<file path="src/rgb_to_ansi_halfblock_encoder_core_macros.svh">
// Assertion macros shared by the encoder RTL.
// No dependencies; included by the files that carry assertions.
`ifndef RGB_TO_ANSI_HALFBLOCK_ENCODER_CORE_MACROS_SVH
`define RGB_TO_ANSI_HALFBLOCK_ENCODER_CORE_MACROS_SVH

// Concurrent assertion on clk, disabled while rst_n is low.
`define AHBE_ASSERT(lbl, prop, msg) \
    lbl: assert property (@(posedge clk) disable iff (!rst_n) (prop)) else $error(msg);

// Concurrent assertion that something never happens.
`define AHBE_NEVER(lbl, expr, msg) \
    lbl: assert property (@(posedge clk) disable iff (!rst_n) !(expr)) else $error(msg);

`endif

</file>
<file path="src/ahbe_pkg.sv">
// Shared types, constants and helpers for the half-block ANSI encoder.
// No dependencies; imported by every encoder module.
`timescale 1ns / 1ps

package ahbe_pkg;

    // Frame limits and derived widths
    localparam int MAX_WIDTH  = 1024;
    localparam int MAX_HEIGHT = 4096;
    localparam int COL_W      = $clog2(MAX_WIDTH);
    localparam int ROW_W      = $clog2(MAX_HEIGHT);
    localparam int FW_W       = 11;
    localparam int FH_W       = 13;
    localparam int PIX_W      = 24;

    // Configuration port
    localparam int CFG_IDX_W  = 1;
    localparam int CFG_DATA_W = 13;
    localparam logic [CFG_IDX_W-1:0] CFG_FRAME_WIDTH  = 1'd0;
    localparam logic [CFG_IDX_W-1:0] CFG_FRAME_HEIGHT = 1'd1;
    localparam logic [FW_W-1:0] FRAME_WIDTH_RST  = 11'd80;
    localparam logic [FH_W-1:0] FRAME_HEIGHT_RST = 13'd48;

    // Command queue between front and back
    localparam int FIFO_DEPTH = 4;
    localparam int FIFO_AW    = $clog2(FIFO_DEPTH);
    localparam int FIFO_CW    = FIFO_AW + 1;

    // Fixed text pieces; header and footer carry a trailing NUL byte
    localparam int HDR_LEN = 12;
    localparam int FG_LEN  = 7;
    localparam int BG_LEN  = 6;
    localparam int BLK_LEN = 4;
    localparam int FTR_LEN = 13;
    localparam int CNT_W   = 4;

    localparam logic [7:0] HDR_TXT [HDR_LEN] = '{
        8'h1b, 8'h5b, 8'h3f, 8'h32, 8'h30, 8'h32, 8'h36, 8'h68,
        8'h1b, 8'h5b, 8'h48, 8'h00};
    localparam logic [7:0] FG_TXT [FG_LEN] = '{
        8'h1b, 8'h5b, 8'h33, 8'h38, 8'h3b, 8'h32, 8'h3b};
    localparam logic [7:0] BG_TXT [BG_LEN] = '{
        8'h3b, 8'h34, 8'h38, 8'h3b, 8'h32, 8'h3b};
    localparam logic [7:0] BLK_TXT [BLK_LEN] = '{
        8'h6d, 8'he2, 8'h96, 8'h80};
    localparam logic [7:0] FTR_TXT [FTR_LEN] = '{
        8'h1b, 8'h5b, 8'h30, 8'h6d, 8'h1b, 8'h5b, 8'h3f, 8'h32,
        8'h30, 8'h32, 8'h36, 8'h6c, 8'h00};
    localparam logic [7:0] SEMI_CHAR  = 8'h3b;
    localparam logic [7:0] ZERO_CHAR  = 8'h30;

    // One unit of work for the byte serializer
    typedef struct packed {
        logic             hdr;
        logic             pair;
        logic             ftr;
        logic [PIX_W-1:0] up;
        logic [PIX_W-1:0] lo;
    } cmd_t;

    // Serializer states
    typedef enum logic [2:0] {
        SER_IDLE,
        SER_HDR,
        SER_FG,
        SER_NUM,
        SER_SEP,
        SER_BG,
        SER_BLK,
        SER_FTR
    } ser_state_t;

    // Decimal digits of one 8-bit component
    typedef struct packed {
        logic [1:0] hund;
        logic [3:0] tens;
        logic [3:0] ones;
        logic [1:0] ndig;
    } dec_t;

    // Split 0..255 into digits; tens by reciprocal multiply (exact below 1029)
    function automatic dec_t to_dec(input logic [7:0] v);
        dec_t       d;
        logic [6:0] r;
        logic [14:0] prod;
        logic [6:0] t10;
        d.hund = (v >= 8'd200) ? 2'd2 : ((v >= 8'd100) ? 2'd1 : 2'd0);
        r      = 7'(v - 8'(d.hund) * 8'd100);
        prod   = 15'(r) * 15'd205;
        d.tens = prod[14:11];
        t10    = 7'(d.tens) * 7'd10;
        d.ones = 4'(r - t10);
        d.ndig = (v >= 8'd100) ? 2'd3 : ((v >= 8'd10) ? 2'd2 : 2'd1);
        return d;
    endfunction

endpackage

</file>
<file path="src/ahbe_fifo.sv">
// Small command queue between the classifier front and the byte serializer.
// Depends on ahbe_pkg and the assertion macro header.
`timescale 1ns / 1ps
`include "rgb_to_ansi_halfblock_encoder_core_macros.svh"

module ahbe_fifo
    import ahbe_pkg::*;
(
    input  logic               clk,
    input  logic               rst_n,
    input  logic               wr_en,
    input  cmd_t               wr_data,
    input  logic               rd_en,
    output cmd_t               rd_data,
    output logic               rd_valid,
    output logic [FIFO_CW-1:0] count
);

    cmd_t               slot_reg [FIFO_DEPTH];
    logic [FIFO_AW-1:0] wr_ptr_reg, wr_ptr_next;
    logic [FIFO_AW-1:0] rd_ptr_reg, rd_ptr_next;
    logic [FIFO_CW-1:0] count_reg, count_next;

    // Pointer and level update
    always_comb
    begin
        wr_ptr_next = wr_ptr_reg;
        rd_ptr_next = rd_ptr_reg;
        count_next  = count_reg;
        if (wr_en)
        begin
            wr_ptr_next = FIFO_AW'(wr_ptr_reg + 1'b1);
        end
        if (rd_en)
        begin
            rd_ptr_next = FIFO_AW'(rd_ptr_reg + 1'b1);
        end
        if (wr_en && !rd_en)
        begin
            count_next = FIFO_CW'(count_reg + 1'b1);
        end
        else if (!wr_en && rd_en)
        begin
            count_next = FIFO_CW'(count_reg - 1'b1);
        end
    end

    always_ff @(posedge clk or negedge rst_n)
    begin
        if (!rst_n)
        begin
            wr_ptr_reg <= '0;
            rd_ptr_reg <= '0;
            count_reg  <= '0;
        end
        else
        begin
            wr_ptr_reg <= wr_ptr_next;
            rd_ptr_reg <= rd_ptr_next;
            count_reg  <= count_next;
        end
    end

    // Payload slots
    always_ff @(posedge clk)
    begin
        if (wr_en)
        begin
            slot_reg[wr_ptr_reg] <= wr_data;
        end
    end

    assign rd_data  = slot_reg[rd_ptr_reg];
    assign rd_valid = (count_reg != '0);
    assign count    = count_reg;

    `AHBE_NEVER(a_no_overflow, wr_en && !rd_en && (count_reg == FIFO_CW'(FIFO_DEPTH)), "command queue overflow")
    `AHBE_NEVER(a_no_underflow, rd_en && (count_reg == '0), "command queue underflow")
    `AHBE_ASSERT(a_level_tracks_ptrs, (count_reg == FIFO_CW'(FIFO_DEPTH)) || (FIFO_AW'(wr_ptr_reg - rd_ptr_reg) == count_reg[FIFO_AW-1:0]), "queue level disagrees with pointers")

endmodule

</file>
<file path="config.mk">
export PLATFORM = sky130hd
export DESIGN_NAME = ahbe_fifo
export DESIGN_NICKNAME = d
export VERILOG_FILES = /design/src/ahbe_pkg.sv /design/src/ahbe_fifo.sv
export VERILOG_INCLUDE_DIRS = /design/src /design/src/src
export SDC_FILE = /design/constraint.sdc
export NUM_CORES = 1
export LEC_CHECK = 0
export ABC_AREA = 1
export CAP_MARGIN = 30
export CORE_ASPECT_RATIO = 0.8
export CORE_MARGIN = 3
export CORE_UTILIZATION = 60
export DETAILED_ROUTE_END_ITERATION = 7
export DONT_BUFFER_PORTS = 1
export PLACE_DENSITY = 0.76
export SLEW_MARGIN = 20
export SYNTH_ARGS = -nofsm -noshare
export SYNTH_HDL_FRONTEND = slang
export SYNTH_SLANG_ARGS = --single-unit
</file>
<file path="constraint.sdc">
create_clock -name clk -period 2.3 [get_ports clk]
set_input_delay 0.345 -clock clk [delete_from_list [all_inputs] [get_ports clk]]
set_output_delay 0.345 -clock clk [all_outputs]
set_load 0.1 [all_outputs]
</file>
Word-level counts from Yosys, hierarchy flattened
Memories as Yosys holds them, arrays and structs flattened.
Index checks and enable logic that the tools add are counted.
{"block": "totals", "regBits": 7, "ram_bits": 204, "input_bits": 55, "out_inout_bits": 55, "n_memories": 1}
{"memory": "slot_reg", "words": 4, "word_bits": 51, "read_ports": 1, "rd_ports_with_merged_regs": 0, "write_ports": 1, "line": "ahbe_fifo.sv:19", "source": "cmd_t slot_reg [FIFO_DEPTH];"}
{"block": "classes", "add_sub_neg": 4, "n_mux": 4, "reduce_logical": 6}
{"cell": "2-to-1 mux 3 bit", "n": 2}
{"cell": "adder 2 x 1 -> 2 bit, second input constant", "n": 2}
{"cell": "adder 3 x 1 -> 3 bit, second input constant", "n": 1}
{"cell": "nonzero test 3 bit", "n": 1}
{"cell": "subtractor 3 x 1 -> 3 bit, second input constant", "n": 1}
{"cell": "logical AND 1 bit", "n": 2}
{"cell": "logical NOT 1 bit", "n": 2}
{"cell": "2-to-1 mux 1 bit", "n": 2}
{"cell": "nonzero test 2 bit", "n": 1}

Logic depth before layout (Yosys ltp)
{"block": "depth", "word_depth": 4, "ltp_mapped": 9}

Least setup slack after synthesis
OpenSTA, ideal clock, no wires.
{"block": "synth_timing", "path_type": "register to output", "startpoint": "register count_reg[0], in the netlist count[0]", "endpoint": "output port rd_valid", "arrival_ps": 1761, "t_required_ps": 1955, "slack_ps": 194, "path_stages_with_launch": 3, "n_path_buf": 0, "path_cell_list": "dfrtp_1 > nor2_1 > nand2_1"}
{"block": "synth_between", "elab_chain_cells": 1}
{"element": "start: declaration", "line": "ahbe_fifo.sv:22", "source": "logic [FIFO_CW-1:0] count_reg, count_next;"}
{"element": "start signal: assignment", "line": "ahbe_fifo.sv:60", "source": "count_reg <= count_next;"}
{"element": "nonzero test 3 bit", "line": "ahbe_fifo.sv:74", "source": "assign rd_valid = (count_reg != '0);"}
{"element": "end: declaration", "line": "ahbe_fifo.sv:15", "source": "output logic rd_valid,"}
No other way between the ends.

==> impl_metrics.tcl <==
set metrics [dict create \
    ys_seq_area_share_pct 73.6 \
    min_period_ns 2.23 \
    syn_inst 643 \
    finalCritPeriodShare_pct 97.0 \
    gp_congestion 0.732 \
    ys_types 20 \
    drive_above_1_share_pct 14.2 \
    met2WireLength_microns 9260 \
    die-area_sq_mm 0.0157 \
    cts_buffers 20 \
    crit_path_start "rd_ptr_reg[0]" \
    root_buffer "clkbuf_16" \
    clockBufferDepth 3 \
    clock_skew_ns 0.00875 \
    grt-ovfl-total 0 \
    tns_ns 0 \
    ant_nets 0 \
    r2r_cells 4 \
    cp-end-kind "primary output" \
    cp_max_fo 53 \
    start_util_pct 62.3 \
    hp-class "in -> reg" \
    antenna_found_initial 0 \
    top_layer "met4" \
    worstReg2RegStart "wr_ptr_reg[0]" \
    synthFlopType "edfxtp_1" \
    insertion_delay_ns 0.48 \
    slew_violations 0 \
    via_count 5187 \
    required_ns 1.96 \
    drt-total-wl_microns 17400 \
    ys_warn_count 0 \
    synth_common_cells "204 x edfxtp_1, 167 x nand2_1, 113 x inv_1, 98 x o211ai_1" \
    max_stage_delay_ns 0.55 \
    drt_iter0_markers 345 \
    critPathCapture "rd_data[23]" \
    r2r_setup_slack_ns 0.68 \
    cp_slowest_cell "dfrtp_4" \
    worst_pin_slew_ns 0.501 \
    wl_met3_microns 1160 \
    yosysMostFrequentCell "edfxtp_1" \
    largest_reg_flops 204 \
    grt_pass1_wl_microns 27500 \
    syn_area_per_cell_sq_um 13.3 \
    clk_pin_slew_ns 0.06 \
    slew_headroom_pct 66.5 \
    synth_edf_count 204 \
    cts_htree_levels 1 \
    yosysTopAreaCell "edfxtp_1" \
    dieWidth_microns 140 \
    maxCapViolCount 0 \
    nNetsFinal 816 \
    drcViolationCount 0 \
    wl_per_cell_microns 18.4 \
    crit_path_start_kind "register" \
    cts_sinks 211 \
    syn_nets 704 \
    yosysTopAreaCellShare_pct 71.6 \
    worstPathCellList "buf_16 -> o211ai_1 -> nand2_1 -> buf_12" \
    io_pins 110 \
    synth.area.top_cells "edfxtp_1 72%, o211ai_1 8.6%, nand2_1 7.3%" \
    core_sq_mm 0.0137 \
    std_cell_rows 38 \
    status "finished clean" \
    async_flop_share_pct 3.32 \
    criticalPathCategory "reg -> out" \
    grt_max_degree 106 \
    cp.arrival_ns 1.89 \
    fmax_mhz 448 \
    fillers 723 \
    grt_usage_pct 22.0 \
    antenna-diode-count 0 \
    area_delta_synth_final_pct 27.9 \
    detailed_place_hpwl_microns 9930 \
    grt_pass1_vias 5445 \
    port_buffers 0 \
    firstDrtPassIters 5 \
    grt_setup_unrepaired "false" \
    finalHoldViolations 0 \
    finalSetupViolCount 0 \
    synth_seq_cells 211 \
    syn_area_sq_mm 0.00856 \
    die_h_microns 113 \
    wl_met1_microns 6690 \
    cts_tree "built" \
    via_per_inst 5.47 \
    regToRegEndpoint "slot_reg[3][22]" \
]
## worst max-delay path, delay by kind of cell, from the launching register on
family / cells / cell delay [ns]
AO/OA/AOI/OAI: 1 / 0.27
buffers and inverters: 2 / 0.41
AND/OR/NAND/NOR: 1 / 0.15
flip-flops: 1 / 0.55
## cells in the final DEF (no fill, tap or decap)
cell           count
o211ai_1          98
clkinv_1           2
o21ai_1            1
clkbuf_8           2
nand2_1          167
dfrtp_4            1
nand3_1            1
ha_1               5
o211ai_2           4
dlygate4sd3_1     54
clkinv_2           3
dfrtp_2            1
xnor2_1            1
inv_2              5
bufinv_16          1
buf_16             1
dfrtp_1            5
clkbuf_1           6
buf_12            56
nand4_1            1
nor2_1             1
edfxtp_1         204
buf_4             13
fa_1               1
clkbuf_16         22
inv_1            109
xor2_1             3
## routing by layer
layer	up-vias	GRT usage, %
li1	2443	-
met3	25	5.15
met1	2528	26.2
met2	191	40.6
met5	-	0
met4	0	5.94
## area by class of cell
type                    instances  area [sq um]  share of cell area, %
multi-input cells             283          1550                   14.2
flip-flops and latches        211          6310                   57.6
well taps                     180           225                   2.06
repair buffers                125          1810                   16.5
clock buffers                  29           576                   5.26
clock inverters                 6          52.6                  0.480
inverters                     114           428                   3.91
## stage by stage
step | hold WS [ns] | utilization [%] | std cells | cell area (sq um) | setup slack (ns)
2_1_floorplan | 0.0494 | - | 643 | 8560 | 0.194
3_3_place_gp | 0.0496 | 70.9 | 858 | 9750 | 0.630
3_5_place_dp | 0.0496 | 70.9 | 858 | 9750 | 0.575
4_1_cts | 0.00171 | 79.4 | 947 | 10900 | 0.0256
5_1_grt | 0.00156 | 79.7 | 948 | 10900 | 0.0199
6_report | 0.0197 | 79.7 | 948 | 10900 | 0.0685
## kinds of logic after synthesis
kind of cell    count (synthesis)  share of synthesized area [%]
compound gates                103                           9.24
fa+ha+maj                       6                          0.965
flops                         211                           73.6
buf+inv                       149                           8.29
simple gates                  170                           7.50
xor+xnor                        4                          0.409
## worst min-delay path by stage
stage / start / end / slack (ns) / cells past startpoint
final: wr_en / wr_ptr_reg[1] / 0.02 / 2
after global routing: wr_en / wr_ptr_reg[1] / 0.002 / 2
after CTS: wr_en / wr_ptr_reg[1] / 0.002 / 2
after detailed placement: rst_n / count[2] / 0.05 / 0
after global placement: rst_n / count[2] / 0.05 / 0
after floorplan: rst_n / count[0] / 0.05 / 0
## timing repair
action	CTS	global route
hold endpoints to repair	214	0
hold buffers	54	0
resized for setup	0	1
buffers inserted	0	0
endpoints found under the setup margin	0	15
Power is not shown: default switching activity piles up to over one toggle a cycle in this logic, so the estimate is an artifact.
