$ cat src/rgb_to_ansi_halfblock_encoder_core_macros.svh
// Assertion macros shared by the encoder RTL.
// No dependencies; included by the files that carry assertions.
`ifndef RGB_TO_ANSI_HALFBLOCK_ENCODER_CORE_MACROS_SVH
`define RGB_TO_ANSI_HALFBLOCK_ENCODER_CORE_MACROS_SVH

// Concurrent assertion on clk, disabled while rst_n is low.
`define AHBE_ASSERT(lbl, prop, msg) \
    lbl: assert property (@(posedge clk) disable iff (!rst_n) (prop)) else $error(msg);

// Concurrent assertion that something never happens.
`define AHBE_NEVER(lbl, expr, msg) \
    lbl: assert property (@(posedge clk) disable iff (!rst_n) !(expr)) else $error(msg);

`endif

$ cat src/ahbe_pkg.sv
// Shared types, constants and helpers for the half-block ANSI encoder.
// No dependencies; imported by every encoder module.
`timescale 1ns / 1ps

package ahbe_pkg;

    // Frame limits and derived widths
    localparam int MAX_WIDTH  = 1024;
    localparam int MAX_HEIGHT = 4096;
    localparam int COL_W      = $clog2(MAX_WIDTH);
    localparam int ROW_W      = $clog2(MAX_HEIGHT);
    localparam int FW_W       = 11;
    localparam int FH_W       = 13;
    localparam int PIX_W      = 24;

    // Configuration port
    localparam int CFG_IDX_W  = 1;
    localparam int CFG_DATA_W = 13;
    localparam logic [CFG_IDX_W-1:0] CFG_FRAME_WIDTH  = 1'd0;
    localparam logic [CFG_IDX_W-1:0] CFG_FRAME_HEIGHT = 1'd1;
    localparam logic [FW_W-1:0] FRAME_WIDTH_RST  = 11'd80;
    localparam logic [FH_W-1:0] FRAME_HEIGHT_RST = 13'd48;

    // Command queue between front and back
    localparam int FIFO_DEPTH = 4;
    localparam int FIFO_AW    = $clog2(FIFO_DEPTH);
    localparam int FIFO_CW    = FIFO_AW + 1;

    // Fixed text pieces; header and footer carry a trailing NUL byte
    localparam int HDR_LEN = 12;
    localparam int FG_LEN  = 7;
    localparam int BG_LEN  = 6;
    localparam int BLK_LEN = 4;
    localparam int FTR_LEN = 13;
    localparam int CNT_W   = 4;

    localparam logic [7:0] HDR_TXT [HDR_LEN] = '{
        8'h1b, 8'h5b, 8'h3f, 8'h32, 8'h30, 8'h32, 8'h36, 8'h68,
        8'h1b, 8'h5b, 8'h48, 8'h00};
    localparam logic [7:0] FG_TXT [FG_LEN] = '{
        8'h1b, 8'h5b, 8'h33, 8'h38, 8'h3b, 8'h32, 8'h3b};
    localparam logic [7:0] BG_TXT [BG_LEN] = '{
        8'h3b, 8'h34, 8'h38, 8'h3b, 8'h32, 8'h3b};
    localparam logic [7:0] BLK_TXT [BLK_LEN] = '{
        8'h6d, 8'he2, 8'h96, 8'h80};
    localparam logic [7:0] FTR_TXT [FTR_LEN] = '{
        8'h1b, 8'h5b, 8'h30, 8'h6d, 8'h1b, 8'h5b, 8'h3f, 8'h32,
        8'h30, 8'h32, 8'h36, 8'h6c, 8'h00};
    localparam logic [7:0] SEMI_CHAR  = 8'h3b;
    localparam logic [7:0] ZERO_CHAR  = 8'h30;

    // One unit of work for the byte serializer
    typedef struct packed {
        logic             hdr;
        logic             pair;
        logic             ftr;
        logic [PIX_W-1:0] up;
        logic [PIX_W-1:0] lo;
    } cmd_t;

    // Serializer states
    typedef enum logic [2:0] {
        SER_IDLE,
        SER_HDR,
        SER_FG,
        SER_NUM,
        SER_SEP,
        SER_BG,
        SER_BLK,
        SER_FTR
    } ser_state_t;

    // Decimal digits of one 8-bit component
    typedef struct packed {
        logic [1:0] hund;
        logic [3:0] tens;
        logic [3:0] ones;
        logic [1:0] ndig;
    } dec_t;

    // Split 0..255 into digits; tens by reciprocal multiply (exact below 1029)
    function automatic dec_t to_dec(input logic [7:0] v);
        dec_t       d;
        logic [6:0] r;
        logic [14:0] prod;
        logic [6:0] t10;
        d.hund = (v >= 8'd200) ? 2'd2 : ((v >= 8'd100) ? 2'd1 : 2'd0);
        r      = 7'(v - 8'(d.hund) * 8'd100);
        prod   = 15'(r) * 15'd205;
        d.tens = prod[14:11];
        t10    = 7'(d.tens) * 7'd10;
        d.ones = 4'(r - t10);
        d.ndig = (v >= 8'd100) ? 2'd3 : ((v >= 8'd10) ? 2'd2 : 2'd1);
        return d;
    endfunction

endpackage

$ cat src/ahbe_back.sv
// Back end: walks one command at a time and emits its bytes into an
// output register, one byte per cycle while the output is not stalled. Uses ahbe_pkg.
`timescale 1ns / 1ps

module ahbe_back
    import ahbe_pkg::*;
(
    input  logic       clk,
    input  logic       rst_n,
    input  logic       fifo_valid,
    input  cmd_t       fifo_cmd,
    output logic       fifo_pop,
    input  logic       pop,
    output logic       empty,
    output logic [7:0] out_byte,
    output logic       last_of_run
);

    ser_state_t       state_reg, state_next;
    logic [CNT_W-1:0] cnt_reg, cnt_next;
    logic [2:0]       comp_reg, comp_next;
    cmd_t             cmd_reg, cmd_next;
    logic             out_valid_reg, out_valid_next;
    logic [7:0]       byte_reg;
    logic             last_reg;

    logic       adv, emit, emit_last;
    logic [7:0] emit_byte;
    logic [7:0] comp_val;
    dec_t       dec;
    logic [1:0] dig_pos;
    logic [3:0] dig_val;
    logic       dig_last;

    assign adv = !out_valid_reg || pop;

    // Current color component and its digit
    always_comb
    begin
        unique case (comp_reg)
            3'd0:    comp_val = cmd_reg.up[23:16];
            3'd1:    comp_val = cmd_reg.up[15:8];
            3'd2:    comp_val = cmd_reg.up[7:0];
            3'd3:    comp_val = cmd_reg.lo[23:16];
            3'd4:    comp_val = cmd_reg.lo[15:8];
            3'd5:    comp_val = cmd_reg.lo[7:0];
            default: comp_val = '0;
        endcase
        dec     = to_dec(comp_val);
        dig_pos = 2'(cnt_reg[1:0] + (2'd3 - dec.ndig));
        unique case (dig_pos)
            2'd0:    dig_val = 4'(dec.hund);
            2'd1:    dig_val = dec.tens;
            default: dig_val = dec.ones;
        endcase
        dig_last = (cnt_reg[1:0] == 2'(dec.ndig - 2'd1));
    end

    // Sequencer: next state and emitted byte
    always_comb
    begin
        state_next = state_reg;
        cnt_next   = cnt_reg;
        comp_next  = comp_reg;
        cmd_next   = cmd_reg;
        fifo_pop   = 1'b0;
        emit       = 1'b0;
        emit_byte  = '0;
        emit_last  = 1'b0;

        if (state_reg == SER_IDLE)
        begin
            if (fifo_valid)
            begin
                fifo_pop = 1'b1;
                cmd_next = fifo_cmd;
                cnt_next = '0;
                priority if (fifo_cmd.hdr)
                begin
                    state_next = SER_HDR;
                end
                else if (fifo_cmd.pair)
                begin
                    state_next = SER_FG;
                end
                else
                begin
                    state_next = SER_FTR;
                end
            end
        end
        else if (adv)
        begin
            emit     = 1'b1;
            cnt_next = CNT_W'(cnt_reg + 1'b1);
            unique case (state_reg)
                SER_HDR:
                begin
                    emit_byte = HDR_TXT[cnt_reg];
                    if (cnt_reg == CNT_W'(HDR_LEN - 1))
                    begin
                        cnt_next = '0;
                        priority if (cmd_reg.pair)
                        begin
                            state_next = SER_FG;
                        end
                        else if (cmd_reg.ftr)
                        begin
                            state_next = SER_FTR;
                        end
                        else
                        begin
                            state_next = SER_IDLE;
                            emit_last  = 1'b1;
                        end
                    end
                end
                SER_FG:
                begin
                    emit_byte = FG_TXT[cnt_reg[2:0]];
                    if (cnt_reg == CNT_W'(FG_LEN - 1))
                    begin
                        cnt_next   = '0;
                        comp_next  = 3'd0;
                        state_next = SER_NUM;
                    end
                end
                SER_NUM:
                begin
                    emit_byte = ZERO_CHAR + 8'(dig_val);
                    if (dig_last)
                    begin
                        cnt_next = '0;
                        priority if (comp_reg == 3'd2)
                        begin
                            state_next = SER_BG;
                        end
                        else if (comp_reg == 3'd5)
                        begin
                            state_next = SER_BLK;
                        end
                        else
                        begin
                            state_next = SER_SEP;
                        end
                    end
                end
                SER_SEP:
                begin
                    emit_byte  = SEMI_CHAR;
                    cnt_next   = '0;
                    comp_next  = 3'(comp_reg + 1'b1);
                    state_next = SER_NUM;
                end
                SER_BG:
                begin
                    emit_byte = BG_TXT[cnt_reg[2:0]];
                    if (cnt_reg == CNT_W'(BG_LEN - 1))
                    begin
                        cnt_next   = '0;
                        comp_next  = 3'd3;
                        state_next = SER_NUM;
                    end
                end
                SER_BLK:
                begin
                    emit_byte = BLK_TXT[cnt_reg[1:0]];
                    if (cnt_reg == CNT_W'(BLK_LEN - 1))
                    begin
                        cnt_next = '0;
                        if (cmd_reg.ftr)
                        begin
                            state_next = SER_FTR;
                        end
                        else
                        begin
                            state_next = SER_IDLE;
                            emit_last  = 1'b1;
                        end
                    end
                end
                SER_FTR:
                begin
                    emit_byte = FTR_TXT[cnt_reg];
                    if (cnt_reg == CNT_W'(FTR_LEN - 1))
                    begin
                        cnt_next   = '0;
                        state_next = SER_IDLE;
                        emit_last  = 1'b1;
                    end
                end
                default:
                begin
                    state_next = SER_IDLE;
                end
            endcase
        end

        out_valid_next = (out_valid_reg && !pop) || emit;
    end

    // Control registers
    always_ff @(posedge clk or negedge rst_n)
    begin
        if (!rst_n)
        begin
            state_reg     <= SER_IDLE;
            cnt_reg       <= '0;
            comp_reg      <= '0;
            out_valid_reg <= 1'b0;
        end
        else
        begin
            state_reg     <= state_next;
            cnt_reg       <= cnt_next;
            comp_reg      <= comp_next;
            out_valid_reg <= out_valid_next;
        end
    end

    // Payload registers
    always_ff @(posedge clk)
    begin
        cmd_reg <= cmd_next;
        if (emit)
        begin
            byte_reg <= emit_byte;
            last_reg <= emit_last;
        end
    end

    assign empty       = !out_valid_reg;
    assign out_byte    = byte_reg;
    assign last_of_run = last_reg;

endmodule

$ cat config.mk
export PLATFORM = sky130hd
export DESIGN_NAME = ahbe_back
export DESIGN_NICKNAME = d
export VERILOG_FILES = /design/src/rgb_to_ansi_halfblock_encoder_core_macros.svh /design/src/ahbe_pkg.sv /design/src/ahbe_back.sv
export SDC_FILE = /design/constraint.sdc
export NUM_CORES = 1
export LEC_CHECK = 0
export ABC_AREA = 1
export BUFFER_PORTS_ARGS = -buffer_cell sky130_fd_sc_hd__buf_2
export CAP_MARGIN = 20
export CORE_ASPECT_RATIO = 1.2
export CORE_UTILIZATION = 45
export CTS_CLUSTER_SIZE = 10
export DETAILED_ROUTE_END_ITERATION = 7
export PLACE_DENSITY_LB_ADDON = 0.05
export SYNTH_ARGS = -nofsm -noshare
export SYNTH_HDL_FRONTEND = slang
export SYNTH_SLANG_ARGS = --single-unit
$ cat constraint.sdc
create_clock -name clk -period 8.57 [get_ports clk]
set_clock_uncertainty 0.05 [all_clocks]
set_input_delay 1.714 -clock clk [delete_from_list [all_inputs] [get_ports clk]]
set_output_delay 1.714 -clock clk [all_outputs]
set_load 0.005 [all_outputs]
# Word-level counts from Yosys, hierarchy flattened
# Memory sizes are Yosys's and may differ from the RTL's.
# Cells that the tools add are included.
# W data, S select, Z words.
# word_totals
word_cells	135
rom_bits	384
mem_count	4
register_bits	70
input_bits	55
# mem_list
name	depth	width	rd	rd_clocked_by_memory_dff	wr	line	source
(name not given)	16	8	1	0	0	ahbe_back.sv:184	emit_byte = FTR_TXT[cnt_reg];
(name not given)	16	8	1	0	0	ahbe_back.sv:99	emit_byte = HDR_TXT[cnt_reg];
(name not given)	8	8	1	0	0	ahbe_back.sv:157	emit_byte = BG_TXT[cnt_reg[2:0]];
(name not given)	8	8	1	0	0	ahbe_back.sv:120	emit_byte = FG_TXT[cnt_reg[2:0]];
# op_classes
n_reduce_logical	15
n_lt_le_gt_ge	6
mul	3
add_sub_neg	8
bitwise	5
muxes	56
eq_ne	28
# ops
op	count
$mux W8	10
$pmux W8 S7	1
$pmux W8 S6	1
$mux W3	14
$mux W4	9
$pmux W4 S7	1
$pmux W3 S7	1
$eq A3 B3 Y1 const B	6
$ne A3 B3 Y1 const B	6
$bmux W8 S2	1
$mul A7 B8 Y15 const B	1
$eq A3 B2 Y1 const B	4
$mux W1	10
$mux W2	5
$pmux W3 S3	1
$eq A4 B3 Y1 const B	2
$eq A4 B4 Y1 const B	2
$ge A8 B4 Y1 const B	1
$ge A8 B7 Y1 const B	1
$ge A8 B8 Y1 const B	1
$pmux W4 S2	1
$reduce_and A8 Y1	1
$add A6 B4 Y7 const A	1
$sub A7 B7 Y7	1
31 further kinds	39

# Longest topological paths before layout
# logic_depth
ltp_word	13
ltp_mapped	50
mapped_depth_nobuf	49

# Least setup slack after synthesis
# OpenSTA, ideal clock, no wires.
# synth_timing
path_type	register -> register
from	reg comp_reg[2]
to	reg byte_reg[3], in the netlist out_byte[3], data pin
setup_ns	0.261
setup_slack_ns	1.957
path_stages_with_launch	49
n_path_buf	2
t_arrival_ns	6.302
required_ns	8.259
path_cell_list	dfrtp_1 inv_2 buf_6 ha_1 clkbuf_1 nand2_1 nand2_2 nor2_4 nand2_2 nor2_2 a21oi_1 nor2_1 ha_1 inv_1 fa_1 inv_1 nand3_1 nand2_1 [13 not listed] inv_1 nand2_1 nand2_1 nand2_1 nand2_1 nand2_1 nand2_1 ha_1 inv_1 fa_1 xnor2_1 inv_1 nand3_1 nand2_1 nand2_1 nand3_1 nand3_1 a21oi_1
# synth_between
elab_chain_cells	13
elab_cells_between_ends	26
classes_between	add/sub: 5; mul: 3; order compare: 3; eq/ne: 6; mux: 7; reduce/logical: 2
# synth_rtl
element	line	source
start, declared	ahbe_back.sv:21	logic [2:0] comp_reg, comp_next;
start signal, assigned	ahbe_back.sv:216	comp_reg <= comp_next;
$eq A3 B3 Y1 (tied with other cells)	ahbe_back.sv:40	unique case (comp_reg)
$pmux W8 S6 (*)	ahbe_back.sv:40	
$ge A8 B7 Y1	ahbe_pkg.sv:87, ahbe_pkg.sv:93	
$mux W1	ahbe_pkg.sv:87	d.hund = (v >= 8'd200) ? 2'd2 : ((v >= 8'd100) ? 2'd1 : 2'd0);
$mux W2	ahbe_pkg.sv:87	
$mul A2 B5 Y5	ahbe_pkg.sv:88	r = 7'(v - 8'(d.hund) * 8'd100);
$sub A7 B7 Y7	ahbe_pkg.sv:88	
$mul A7 B8 Y15	ahbe_pkg.sv:89	prod = 15'(r) * 15'd205;
$mul A4 B3 Y3	ahbe_pkg.sv:91	t10 = 7'(d.tens) * 7'd10;
$sub A4 B4 Y4	ahbe_pkg.sv:92	d.ones = 4'(r - t10);
$pmux W4 S2 (*)	ahbe_back.sv:51	unique case (dig_pos)
$add A6 B4 Y7 (*)	ahbe_back.sv:130	emit_byte = ZERO_CHAR + 8'(dig_val);
$pmux W8 S7 (*)	ahbe_back.sv:96	unique case (state_reg)
end signal, assigned	ahbe_back.sv:227	byte_reg <= emit_byte;
end, declared	ahbe_back.sv:24	logic [7:0] byte_reg;
# Every way passes the cells marked *; elsewhere a longest branch is shown, timed or not.
# A chain may end at the register's enable or synchronous reset.

# Final worst setup path
# Same ends and word-level chain as after synthesis.

==> run metrics <==
1st-iter DRT viols=184; WS Path Type=reg2reg; Finished Core Util=53.4%; maxcap violations=0; HP Start=state_reg[2]; Max Fanout on Critical Path=12; global-route wire length before repair=19,200 um; root buf cell=clkbuf_16; Core Rows=42; Min-Delay Path Class=reg2reg; Clock Path Buffers=2; Synth area leaders=edfxtp_1 35%, ha_1 13%, nand2_1 10%, inv_1 7.5%, dfrtp_1 5.4%; Hold-fix buffers, CTS=0; Boundary Pins=66; GRT overflow=0; final setup fails=0; max reg flops=50; ant diodes=0; Seq cells post-synth=70; RSZ-0062 raised after global routing=false; Fmax achieved=134 MHz; final worst slack=1.09 ns; CTS tree=built; Die Height=119 um; Syn Area/Cell=8.50 um2; synthesized net count=722; fin crit share=87.3%; Final min period=7.48 ns; Final Hold Viols=0; FFs w/ async S/R, synth=15.7%; origin of the critical flop-to-flop path=comp_reg[2]; cell area after synthesis=5130 um2; pin count of the biggest net entering global routing=52; status=finished, final reports clean; Vias=4,152; Net count, final=790; Yosys cell types=45; Setup crit end kind=register; Initial Util=46.3%; Yosys top cell by area=edfxtp_1; Critical Path Start Type=register; Crit-path slowest cell=dfrtp_1; clk slew on worst S/H paths=0.06 ns; Place WS=1.10 ns; crit path launch=comp_reg[2]; Die Width=99.5 um; DRC viols=0; crit path DAT=7.52 ns; Largest stage delay, worst path=0.68 ns; Layout area overhead=15.4%; Yosys top cell area share=34.5%; Post-synth EDFFs=59; CP most frequent cell=nand2_1; per-cell routed wire length=13.9 um; Register-to-Register Setup Slack=1.09 ns; floorplan core area=11,100 um2; clk sink count=70; TritonCTS Buffers=9; final WL=11,500 um; post-synthesis sequential area ratio=39.9%; Primary FF master, synth=edfxtp_1; layout cells sized above 1=18.3%; Critical Path RT=8.60 ns; Via-to-Cell Ratio=5.00; Cells after Synth=604; Port-buffer cells=65; routability-driven placement congestion ratio=0.926; postcts setup bufs=0; initial antenna violation count=0; GRT Total Usage=21.0%; Yosys warnings=0; drt pass-1 iters=4; die area=11,800 um2; actual slew at the worst max-slew pin=1.03 ns; Slew Limit Headroom=30.7%; Final TNS setup=0 ns; H-tree Lvls=3; Slew Limit Fails=0; vias in the first global route=4,099; # resized after CTS=0; hpwl dp=9230 um; worst-skew pair later-pin latency=0.33 ns; ANT nets after route=0
-- critical path: cells and delay by family (launching register included) --
| family | cells | cell delay (ns) |
|---|---|---|
| flip-flops | 1 | 0.68 |
| AO/OA/AOI/OAI | 2 | 0.15 |
| XOR/XNOR | 1 | 0.26 |
| buffers and inverters | 8 | 0.63 |
| adder cells (fa/ha/maj) | 10 | 3.30 |
| AND/OR/NAND/NOR | 25 | 2.14 |
-- layout make-up --
cell class | count | area [um2]
Sequential cell | 70 | 2050
Fill cell | 1052 | 5160
Timing Repair Buffer | 67 | 340
Multi-Input combinational cell | 414 | 2620
Clock inverter | 6 | 70.1
Clock buffer | 10 | 239
Tap cell | 154 | 193
Inverter | 110 | 413
-- cell usage after synthesis (2+ instances only) --
cell type	instances
a211oi_1	3
nor2_2	4
a41oi_1	2
ha_1	53
buf_2	3
dfrtp_1	11
nand3_1	40
nand3_2	3
nor3_1	6
nand3b_1	2
nand4_1	4
nor2_4	6
o22ai_1	3
o21ai_1	3
xor2_1	4
a21oi_2	2
inv_1	102
nand2_1	142
fa_1	10
inv_2	7
o211ai_1	5
clkbuf_1	4
a21oi_1	22
a31oi_1	2
o31ai_1	3
buf_6	2
o21ai_0	28
edfxtp_1	59
nor2_1	40
nand2_4	3
nand2_2	12
-- cells in the final DEF (no fill, tap or decap), drive strengths merged, types with 3 or more instances in the layout --
master    count
inv         110
o22ai         3
o31ai         3
fa           10
o21ai        33
a21oi        24
edfxtp       59
nor3          6
nor2         50
dfrtp        11
clkinvlp      3
o211ai        5
xor2          4
nand3        44
nand4         4
ha           53
buf          67
clkbuf       10
nand2       157
a211oi        3
-- path summary, 6_finish.rpt --
check                      cells after the start            to
min in group asynchronous                      1  state_reg[0]
setup reg to reg                              46   out_byte[3]
setup / recovery                              46   out_byte[3]
hold reg to reg                                2  state_reg[2]
hold / removal                                 2  state_reg[2]
max in group asynchronous                      1   comp_reg[2]
-- stage by stage --
step	hold slack, ns	std cells	area [um2]
detailed placement	0.554	815	5610
global placement	0.546	815	5610
global route	0.613	831	5920
CTS	0.566	831	5920
floorplan	0.493	604	5130
finish	0.562	831	5920
-- cell families (layout without fill, tap and decap cells) --
family,count (synthesis),after routing,synth area share [%]
buffers and inverters,120,193,9.21
flip-flops,70,70,39.9
adder cells (fa/ha/maj),63,63,16.8
AO/OA/AOI/OAI,81,81,9.58
AND/OR/NAND/NOR,265,265,23.7
XOR/XNOR,5,5,0.853
-- layer usage --
layer / GRT usage (%) / routed length [um]
met1: 25.3 / 4940
met2: 36.5 / 5750
met3: 4.05 / 574
met4: 8.73 / 249
met5: 0 / 0
Power is left out: the tool's default activity adds up to more than one toggle a clock period on the data nets, which glitch-free logic cannot reach.
